[config.mk]
export PLATFORM = sky130hd
export DESIGN_NAME = rtd_ctrl
export DESIGN_NICKNAME = d
export VERILOG_FILES = /design/src/design/rtd_pkg.sv /design/src/design/rtd_ctrl.sv
export SDC_FILE = /design/constraint.sdc
export NUM_CORES = 1
export LEC_CHECK = 0
export BUFFER_PORTS_ARGS = -buffer_cell sky130_fd_sc_hd__clkbuf_2
export CAP_MARGIN = 40
export CORE_MARGIN = 2
export CORE_UTILIZATION = 40
export CTS_CLUSTER_SIZE = 25
export DETAILED_ROUTE_END_ITERATION = 6
export PLACE_DENSITY = 0.75
export RECOVER_POWER = 50
export SYNTH_ARGS = -nofsm -noshare
export SYNTH_HDL_FRONTEND = slang
export SYNTH_SLANG_ARGS = --single-unit
[constraint.sdc]
create_clock -name clk -period 1.5 [get_ports clk]
set_input_delay 0.15 -clock clk [delete_from_list [all_inputs] [get_ports clk]]
set_output_delay 0.15 -clock clk [all_outputs]
set_load 0.05 [all_outputs]
[src/design/rtd_pkg.sv]
`default_nettype none
package rtd_pkg;
  localparam int SensorCount = 3;
  localparam int NewtonSteps = 3;
  localparam logic [15:0] FaultCenti = 16'd9999;
  localparam logic signed [63:0] MapOffset = -64'sd22492743729;
  localparam logic signed [63:0] MapGain = 64'sd72799696;
  localparam logic signed [63:0] CoefA = 64'sd429496729600;
  localparam logic signed [63:0] CoefB = 64'sd1678602068;
  localparam logic signed [63:0] CoefC = -64'sd248034;
  localparam logic signed [63:0] CoefD = 64'sd180;
  localparam logic signed [63:0] CoefE = -64'sd2;
  localparam logic signed [63:0] Slope2C = -64'sd496069;
  localparam logic signed [63:0] TMax = 64'sd134217727;
  localparam logic signed [63:0] TMin = -64'sd134217728;
  localparam logic [2:0] RegDivisor = 3'd0;
  localparam logic [2:0] RegMaxTemp = 3'd1;
  localparam logic [2:0] RegOffset0 = 3'd2;
  localparam logic [2:0] RegOffset2 = 3'd4;

  // Controller commands to the datapath
  typedef struct packed {
    logic load;     // capture item and start the average division
    logic map;      // average to ohms
    logic hmul;     // one Horner multiply
    logic hadd;     // shift and add coefficient
    logic smul;     // derivative product and Horner start
    logic dstart;   // start divider
    logic upd;      // apply Newton step
    logic fin;      // range check and store
  } rtd_cmd_t;

  typedef struct packed {
    logic div_done;
    logic horner_last;
  } rtd_stat_t;
endpackage
`default_nettype wire

[src/design/rtd_ctrl.sv]
`default_nettype none
module rtd_ctrl #(
  parameter int SENSOR_COUNT = rtd_pkg::SensorCount,
  parameter int NEWTON_STEPS = rtd_pkg::NewtonSteps
) (
  input  wire logic clk,
  input  wire logic rst_n,
  input  wire logic in_valid,
  input  wire logic [1:0] in_idx,
  output logic in_ready,
  output logic out_valid,
  input  wire logic out_ready,
  output rtd_pkg::rtd_cmd_t cmd,
  input  wire rtd_pkg::rtd_stat_t stat
);
  typedef enum logic [3:0] {
    S_IDLE, S_FILT, S_MAP, S_SMUL, S_HMUL, S_HADD, S_DIV, S_WAIT, S_FIN, S_OUT
  } state_t;
  state_t st_r;
  logic [4:0] cnt_r;
  logic [3:0] step_r;
  logic acc;

  assign in_ready = (st_r == S_IDLE);
  assign acc = in_valid && in_ready && (32'(in_idx) < SENSOR_COUNT);

  always_comb begin
    cmd = '0;
    cmd.load = acc;
    cmd.map = (st_r == S_MAP);
    cmd.smul = (st_r == S_SMUL);
    cmd.hmul = (st_r == S_HMUL);
    cmd.hadd = (st_r == S_HADD);
    cmd.dstart = (st_r == S_DIV);
    cmd.upd = (st_r == S_WAIT) && stat.div_done;
    cmd.fin = (st_r == S_FIN);
  end

  always_ff @(posedge clk) begin
    if (!rst_n) begin
      st_r <= S_IDLE;
      out_valid <= 1'b0;
    end else begin
      case (st_r)
        S_IDLE: if (acc) begin
          st_r <= S_FILT;
          cnt_r <= 5'd24;
        end
        S_FILT: begin
          cnt_r <= cnt_r - 5'd1;
          if (cnt_r == 5'd0) st_r <= S_MAP;
        end
        S_MAP: begin
          st_r <= S_SMUL;
          step_r <= '0;
        end
        S_SMUL: st_r <= S_HMUL;
        S_HMUL: st_r <= S_HADD;
        S_HADD: st_r <= stat.horner_last ? S_DIV : S_HMUL;
        S_DIV: st_r <= S_WAIT;
        S_WAIT: if (stat.div_done) begin
          step_r <= step_r + 4'd1;
          st_r <= (32'(step_r) + 1 == NEWTON_STEPS) ? S_FIN : S_SMUL;
        end
        S_FIN: begin
          st_r <= S_OUT;
          out_valid <= 1'b1;
        end
        S_OUT: if (out_ready) begin
          out_valid <= 1'b0;
          st_r <= S_IDLE;
        end
        default: st_r <= S_IDLE;
      endcase
    end
  end
endmodule
`default_nettype wire

==> results of run 1 <==
## layout make-up
cell class                 instances  area, sq um  area share [%]
sequential                        14          380            27.5
multi-input combinational         72          566            40.9
tap                               27         33.8            2.45
inverter                           7         26.3            1.90
clock buffer                       4         26.3            1.90
timing repair buffer              39          349            25.3
## state kept, by name, indices dropped and copies added, names as in the netlist
name       flops
st_r           4
cnt_r          5
step_r         4
out_valid      1
## timing repair
action                                  CTS  global route
setup buffers                             0             2
hold buffers                              0             0
gates resized for setup                  25            28
pin swaps                                 0             8
hold endpoints to repair                  0             0
endpoints found under the setup margin   12            16
## cell usage in the layout, fill, tap and decap left out, types with 4 or more instances in the layout
cell and count:
buf_4 19, clkbuf_2 7, edfxtp_1 9, nor2_1 11
nand3_1 4, nor3_1 4, buf_6 5, a21oi_1 4
clkbuf_4 4, nand2_1 5, inv_1 6, nor2_4 4
## cell families (layout without fill, tap and decap cells)
group	after synthesis	after routing	share of synthesized area, %
xor+xnor	4	4	4.04
buf+inv	12	50	6.63
simple gates	48	48	27.8
fa+ha+maj	3	3	4.32
compound gates	17	17	14.6
flops	14	14	42.7
## power groups by stage
stage | Clock [W] | Sequential, W | Combinational, W
after floorplan | 0 | 0.000537 | 0.000566
after global placement | 0 | 0.000557 | 0.000798
after detailed placement | 0 | 0.000559 | 0.000813
after CTS | 0.000229 | 0.000565 | 0.000897
after global routing | 0.000242 | 0.000579 | 0.00114
final | 0.000226 | 0.000574 | 0.00107
## metal layers
layer | up-vias | wire length, um
met4 | 0 | 31
met3 | 4 | 57
met1 | 386 | 975
li1 | 422 | -
met5 | - | 0
met2 | 17 | 1180
## critical path: stages, from the launching register on
cell     delay [ns]
dfxtp_4        0.38
or3_4          0.39
nor2_4         0.09
and2_4         0.14
buf_8          0.14
## metrics by stage
step,setup TNS (ns),hold slack [ns],std cells
floorplan,-1.41,0.259,98
global placement,0,0.430,157
detailed placement,-0.173,0.436,157
CTS,-0.185,0.152,161
global route,-0.414,0.175,163
finish,-0.124,0.161,163
## path summary, 6_finish.rpt
| check | endpoint | slack, ns | depth (start not counted) |
|---|---|---|---|
| setup / recovery | cmd[7] | -0.08 | 4 |
| hold reg to reg | out_valid | 0.50 | 2 |
| hold / removal | st_r[0] | 0.16 | 3 |
| setup reg to reg | st_r[3] | 0 | 3 |
==> flow_metrics.py, run 1 <==
metrics = {
    "critical_path": {
        "start_kind": "flip-flop",
        "r2r_start": "st_r[2]",
        "crit_fanout": 6,
        "crit_path_start": "st_r[1]",
        "required_ns": 1.35,
        "worst_ep_arrival_time_ns": 1.43,
        "cp-end-kind": "primary output",
        "crit_type": "reg -> out",
    },
    "sta": {
        "hold_viol_final": 0,
        "worstMarginPinSlew_ns": 0.587,
        "fmax_mhz": 635,
        "period_minus_slack_ns": 1.58,
        "clock_skew_ns": 0.0110,
        "fin_ws_ns": -0.0760,
        "drv_slew": 0,
        "rsz0062_at_grt": "true",
        "relSlewSlack_pct": 61.0,
        "finalSetupViolCount": 4,
        "fin_crit_sh_pct": 105,
    },
    "die": {
        "die_w_um": 50.6,
        "rows": 16,
        "io_pins": 18,
        "core-area_sq_um": 2000,
        "initial_core_util_pct": 43.4,
        "die-area_sq_um": 2560,
        "fp.dieH_um": 50.6,
    },
    "route": {
        "drt-initial-drc-count": 24,
        "remaining_drc_errors": 0,
        "ant_nets": 0,
        "drt-vias-per-instance": 5.09,
        "dr.pass1.iters": 4,
        "wl_um": 2250,
        "post_drt_wl_per_cell_um": 13.8,
        "dr_total_vias": 829,
    },
    "cells_and_area": {
        "fin_area_sq_um": 1380,
        "fill_cells": 158,
        "drive_gt1_share_pct": 53.7,
        "insertedDiodeCount": 0,
        "nets": 148,
        "post-route-util_pct": 69.0,
        "syn2layout_area_growth_pct": 59.1,
    },
    "placement": {
        "finalWeightedCongestion": 0.911,
        "dpl_worst_slack_ns": -0.0922,
        "io_buffers": 17,
        "place_area_sq_um": 1150,
        "dpl.hpwl_um": 1490,
    },
    "synth": {
        "synth_cell_type_count": 34,
        "synth_common_cells": "nor2_1 (17), edfxtp_1 (9), inv_1 (7), nand2_1 (7), nor3_1 (6)",
        "avgSynthCellArea_sq_um": 8.86,
        "synthCells": 98,
        "synth_area_sq_um": 868,
        "async_flop_share_pct": 0,
        "synth_edf_count": 9,
        "yosysSeqAreaShare_pct": 42.7,
        "synth_ff_type": "edfxtp_1",
        "syn_nets": 109,
        "yosys_warnings": 0,
        "yosysTopAreaCellShare_pct": 31.1,
        "yosys.area.top_type": "edfxtp_1",
        "synth_seq_cells": 14,
        "post-synth-top-count-cell": "nor2_1",
        "synth.area.top_cells": "edfxtp_1 (31%), dfxtp_1 (12%), nor2_1 (7.3%), ha_1 (4.3%), nor3_1 (3.5%)",
    },
    "cts": {
        "root_buffer": "clkbuf_4",
        "clkSinkCount": 14,
        "clk_path_buf_depth": 2,
        "cts_tree": "built",
        "cts_buffers": 3,
        "clkTransAtPathRegs_ns": 0.09,
        "htreeDepth": 1,
        "clk_latency_ns": 0.28,
    },
    "power": {
        "intPower_w": 0.00111,
        "total_power_w": 0.00187,
        "swShare_pct": 40.5,
        "p_seq_share_pct": 30.7,
        "p_leak_nw": 0.559,
        "power.switching_w": 0.000756,
        "p_per_area_nw_per_um2": 1350,
        "peakVddDrop_mv": 1.23,
        "p_comb_share_pct": 57.1,
        "clkPwrFrac_pct": 12.1,
    },
    "global_route": {
        "gr-usage-met2_pct": 32.0,
        "met3_usage_pct": 1.19,
        "antenna_found_initial": 0,
        "grt_pass1_wl_um": 3460,
        "grtUsageTotal_pct": 17.9,
        "grtUsageMet1_pct": 21.3,
        "busiest_layer": "met2",
        "grt_overflow": 0,
        "grt_max_degree": 9,
        "grt_pass1_vias": 839,
    },
    "min_path": {
        "hp-class": "in -> reg",
        "hold_start": "rst_n",
    },
    "flow_run": {
        "drv_cap": 0,
    },
    "status": {
        "violations": "setup timing",
        "status": "finished, violations left",
    },
}
No activity file was read; power rests on OpenSTA's default activity.
==> run 2, diff against run 1 <==
==> constraint.sdc (replaced) <==
create_clock -name clk -period 1.5 [get_ports clk]
set_input_delay 0.075 -clock clk [delete_from_list [all_inputs] [get_ports clk]]
set_output_delay 0.075 -clock clk [all_outputs]
set_load 0.05 [all_outputs]
==> run 2 against run 1 <==
  * The run still ends with setup timing left
  * Clock-buffer cell count stayed put
  * Setup slack improved by 0.037 ns
  * Maximum frequency is 2.4% higher
  * Via count grew 7.2%
  * Sequential cell count stayed put
  * Global-route usage rose by 0.81 points
  * Combinational power is 12% lower
  * First-iteration DRC count fell by 29%
  * Critical path depth did not move
  * Clock skew shrank 0.0095 ns
  * Utilization decreased by 4.7 points
  * Largest cell class unchanged
  * Largest power group unchanged
==> flow_metrics.py, run 2 (same netlist as run 1, synthesis figures left out) <==
metrics = {
    "route": {
        "dr_total_vias": 889,
        "drt-vias-per-instance": 5.45,
        "dr.pass1.iters": 5,
        "post_drt_wl_per_cell_um": 15.0,
        "remaining_drc_errors": 0,
        "ant_nets": 0,
        "wl_um": 2440,
        "drt-initial-drc-count": 17,
    },
    "global_route": {
        "antenna_found_initial": 0,
        "gr-usage-met2_pct": 32.7,
        "grt_max_degree": 11,
        "grtUsageTotal_pct": 18.8,
        "met3_usage_pct": 4.46,
        "grt_pass1_vias": 851,
        "grt_overflow": 0,
        "grtUsageMet1_pct": 22.0,
        "grt_pass1_wl_um": 3640,
        "busiest_layer": "met2",
    },
    "critical_path": {
        "r2r_start": "st_r[1]",
        "r2r_setup_slack_ns": -0.03,
        "required_ns": 1.42,
        "crit_fanout": 6,
        "reg2regPathDepth": 5,
        "reg2reg_to": "st_r[1]",
        "cp-end-kind": "primary output",
        "crit_type": "reg -> out",
        "start_kind": "flip-flop",
        "worst_ep_arrival_time_ns": 1.46,
        "crit_path_start": "st_r[1]",
    },
    "cts": {
        "clk_latency_ns": 0.28,
        "clkTransAtPathRegs_ns": 0.09,
        "cts_buffers": 3,
        "root_buffer": "clkbuf_4",
        "htreeDepth": 1,
        "cts_tree": "built",
        "clk_path_buf_depth": 2,
        "clkSinkCount": 14,
    },
    "die": {
        "die-area_sq_um": 2560,
        "rows": 16,
        "initial_core_util_pct": 43.4,
        "io_pins": 18,
        "die_w_um": 50.6,
        "core-area_sq_um": 2000,
        "fp.dieH_um": 50.6,
    },
    "sta": {
        "rsz0062_at_grt": "true",
        "finalSetupViolCount": 4,
        "period_minus_slack_ns": 1.54,
        "drv_slew": 0,
        "relSlewSlack_pct": 58.3,
        "clock_skew_ns": 0.00150,
        "fin_crit_sh_pct": 103,
        "hold_viol_final": 0,
        "fmax_mhz": 650,
        "worstMarginPinSlew_ns": 0.628,
        "fin_ws_ns": -0.0388,
        "fin_tns_setup_ns": -0.110,
    },
    "cells_and_area": {
        "drive_gt1_share_pct": 47.1,
        "largest_reg_flops": 5,
        "mostFrequentLayoutCells": "buf_4 (25), nor2_1 (13), edfxtp_1 (9)",
        "insertedDiodeCount": 0,
        "top_regs": "cnt_r: 5 flops, st_r: 4 flops, step_r: 4 flops",
        "top_register": "cnt_r",
        "mostFrequentLayoutCell": "buf_4",
        "syn2layout_area_growth_pct": 48.3,
        "nets": 148,
        "post-route-util_pct": 64.3,
    },
    "placement": {
        "finalWeightedCongestion": 0.891,
        "dpl.hpwl_um": 1580,
        "io_buffers": 17,
    },
    "min_path": {
        "hp-class": "in -> reg",
        "hold_depth": 3,
        "hold_end": "st_r[0]",
        "hold_start": "rst_n",
    },
    "flow_run": {
        "drv_cap": 0,
    },
    "power": {
        "peakVddDrop_mv": 1.18,
        "p_leak_nw": 0.538,
        "p_per_area_nw_per_um2": 1400,
    },
    "status": {
        "violations": "setup timing",
        "status": "finished, violations left",
    },
}
==> run 2: power breakdown <==
part           switching [W]  total [W]  internal, W
registers          0.0000833   0.000588     0.000505
logic               0.000528   0.000937     0.000409
clock network       0.000128   0.000275     0.000148
total               0.000738    0.00180      0.00106
==> run 2: metrics by stage <==
| stage | hold slack, ns | std cells | setup slack (ns) | cell area (sq um) | total power (W) |
|---|---|---|---|---|---|
| floorplan | 0.184 | 98 | -0.230 | 891 | 0.00109 |
| CTS | 0.0786 | 163 | -0.0438 | 1220 | 0.00167 |
| detailed placement | 0.374 | 157 | -0.0234 | 1130 | 0.00133 |
| finish | 0.100 | 163 | -0.0388 | 1290 | 0.00180 |
| global route | 0.0898 | 163 | -0.0828 | 1290 | 0.00191 |
| global placement | 0.354 | 157 | 0.00443 | 1130 | 0.00130 |
==> run 2: final cells by class <==
class / count / area, sq um
fillers: 153 / 714
multi-input cells: 72 / 522
flip-flops and latches: 14 / 382
repair buffers: 39 / 288
clock buffers: 4 / 36.3
well taps: 27 / 33.8
inverters: 7 / 26.3
==> run 2: per-layer routing <==
layer | vias up | wire length, um | part of all wire [%]
met5 | - | 0 | 0
met4 | 0 | 96 | 3.9
met3 | 12 | 129 | 5.3
met2 | 36 | 1170 | 48
met1 | 422 | 1040 | 43
li1 | 419 | - | -
==> run 2: worst max path at each step <==
stage | slack, ns | end | depth (start not counted)
finish | -0.04 | cmd[7] | 4
global route | -0.08 | cmd[7] | 4
CTS | -0.04 | cmd[7] | 4
detailed placement | -0.02 | st_r[1] | 6
global placement | 0.004 | st_r[1] | 6
floorplan | -0.23 | cmd[2] | 2
==> run 2: repair_timing <==
action	4_1_cts	5_1_grt
gates cloned	0	0
pin swaps	0	2
resized for setup	14	27
hold buffers	0	0
setup buffers	2	0
endpoints found under the setup margin	13	20
==> run 2: worst max-delay path: stages (launching register included) <==
cell     delay (ns)
dfxtp_4        0.38
or3_4          0.42
nor2_4         0.10
and2_4         0.15
buf_8          0.14
==> run 3, diff against run 2 <==
Settings changed: MAX_ROUTING_LAYER set to met4, PLACE_DENSITY 0.75 to 0.67.
==> run 3 against run 2 <==
  * The run still ends with setup timing left
  * Power shrank 5.3%
  * Routed wire length shrank 11%
  * Clock-buffer cell count is the same
  * Non-clock buffer count is the same
  * Via count shrank 4.3%
  * Sequential power shrank 2%
  * Register-to-register slack is essentially flat
  * Critical path depth is the same
  * Worst hold slack lost 0.0075 ns
  * Critical endpoint unchanged
==> flow_metrics.py, run 3 (same netlist as run 1, synthesis figures left out) <==
metrics = {
    "route": {
        "drt-vias-per-instance": 5.22,
        "remaining_drc_errors": 0,
        "drt-initial-drc-count": 13,
        "ant_nets": 0,
        "dr_total_vias": 851,
        "post_drt_wl_per_cell_um": 13.4,
        "dr.pass1.iters": 4,
        "wl_um": 2180,
    },
    "sta": {
        "period_minus_slack_ns": 1.52,
        "worstMarginPinSlew_ns": 0.606,
        "fmax_mhz": 656,
        "hold_viol_final": 0,
        "fin_ws_ns": -0.0234,
        "drv_slew": 0,
        "finalHoldWorstSlack_ns": 0.0927,
        "relSlewSlack_pct": 59.8,
        "rsz0062_at_grt": "true",
        "clock_skew_ns": 0.000968,
        "fin_crit_sh_pct": 102,
        "finalSetupViolCount": 2,
    },
    "cells_and_area": {
        "syn2layout_area_growth_pct": 46.5,
        "top_register": "cnt_r",
        "insertedDiodeCount": 0,
        "finalNonFillerCells": 163,
        "fin_area_sq_um": 1270,
        "mostFrequentLayoutCells": "buf_4 (18), nor2_1 (13), clkbuf_2 (10)",
        "post-route-util_pct": 63.6,
        "drive_gt1_share_pct": 44.9,
        "nets": 148,
        "fill_cells": 175,
        "top_regs": "cnt_r: 5 flops, st_r: 4 flops, step_r: 4 flops",
        "largest_reg_flops": 5,
        "mostFrequentLayoutCell": "buf_4",
    },
    "placement": {
        "dpl.hpwl_um": 1500,
        "dp_cells": 155,
        "io_buffers": 17,
        "finalWeightedCongestion": 0.899,
        "place_area_sq_um": 1110,
    },
    "die": {
        "initial_core_util_pct": 43.4,
        "core-area_sq_um": 2000,
        "fp.dieH_um": 50.6,
        "die_w_um": 50.6,
        "die-area_sq_um": 2560,
        "rows": 16,
        "io_pins": 18,
    },
    "global_route": {
        "grt_max_degree": 10,
        "grtUsageMet1_pct": 23.8,
        "grt_overflow": 0,
        "antenna_found_initial": 0,
        "gr-usage-met2_pct": 27.2,
        "grt_pass1_wl_um": 3460,
        "grt_pass1_vias": 784,
        "met3_usage_pct": 2.68,
        "grtUsageTotal_pct": 18.3,
        "busiest_layer": "met2",
    },
    "power": {
        "total_power_w": 0.00171,
        "peakVddDrop_mv": 1.16,
        "p_per_area_nw_per_um2": 1340,
        "p_comb_share_pct": 53.2,
        "intPower_w": 0.00102,
        "power.switching_w": 0.000683,
        "swShare_pct": 40.1,
        "p_leak_nw": 0.539,
        "clkPwrFrac_pct": 13.0,
        "p_seq_share_pct": 33.7,
    },
    "cts": {
        "clkTransAtPathRegs_ns": 0.08,
        "clk_latency_ns": 0.27,
        "cts_tree": "built",
        "root_buffer": "clkbuf_4",
        "clkSinkCount": 14,
        "clk_path_buf_depth": 2,
        "htreeDepth": 1,
        "cts_buffers": 3,
        "ctsHoldBuffers": 0,
    },
    "critical_path": {
        "worst_ep_arrival_time_ns": 1.45,
        "required_ns": 1.42,
        "cp-end-kind": "primary output",
        "crit_type": "reg -> out",
        "crit_fanout": 5,
        "start_kind": "flip-flop",
    },
    "min_path": {
        "hp-class": "in -> reg",
    },
    "status": {
        "status": "finished, violations left",
        "violations": "setup timing",
    },
    "flow_run": {
        "drv_cap": 0,
    },
}
run 3: changes by cell type in the layout (fill, tap and decap cells not counted), moves of 2 or more:
cell,change
clkbuf_1,+2
clkbuf_2,+2
buf_4,-7
clkbuf_4,+2
run 3: metal layers:
layer,part of all wire (%),up-vias
li1,-,424
met2,48,30
met1,45,391
met4,2.1,0
met5,0,-
met3,5.1,6
run 3: final timing paths:
| check | from | end | slack, ns | cells past startpoint |
|---|---|---|---|---|
| min reg2reg | out_valid | out_valid | 0.49 | 2 |
| max reg2reg | step_r[0] | st_r[1] | -0.02 | 6 |
| min | rst_n | st_r[0] | 0.09 | 3 |
| max | st_r[0] | cmd[7] | -0.02 | 4 |
run 3: repair_timing:
item	4_1_cts	5_1_grt
gates resized for setup	21	16
gates cloned	0	0
pin swaps	1	5
endpoints found under the setup margin	13	14
setup buffers	4	0
run 3: power groups by stage:
| stage | clock network (W) | registers (W) | logic [W] |
|---|---|---|---|
| 2_1_floorplan | 0 | 0.000537 | 0.000551 |
| 3_3_place_gp | 0 | 0.000564 | 0.000726 |
| 3_5_place_dp | 0 | 0.000566 | 0.000727 |
| 4_1_cts | 0.000231 | 0.000571 | 0.000873 |
| 5_1_grt | 0.000242 | 0.000584 | 0.000979 |
| 6_report | 0.000222 | 0.000575 | 0.000908 |
run 3: worst max-delay path, stage by stage, from the launching register on:
cell and delay [ns]:
dfxtp_4 0.37, or3_4 0.41, nor2_4 0.09, and2_4 0.14, clkbuf_16 0.15
run 3: cell type report:
type                       instances  area, sq um  share of cell area, %
multi-input combinational         72          510                   40.1
timing repair buffer              39          294                   23.1
tap                               27         33.8                   2.65
clock buffer                       4         26.3                   2.06
inverter                           7         26.3                   2.06
sequential                        14          382                   30.0
run 3: stage by stage:
stage / setup TNS, ns / worst slack (ns)
2_1_floorplan: -2.30 / -0.230
3_3_place_gp: -0.0784 / -0.0586
3_5_place_dp: -0.191 / -0.0603
4_1_cts: -0.0261 / -0.0261
5_1_grt: -0.410 / -0.0945
6_report: -0.0418 / -0.0234
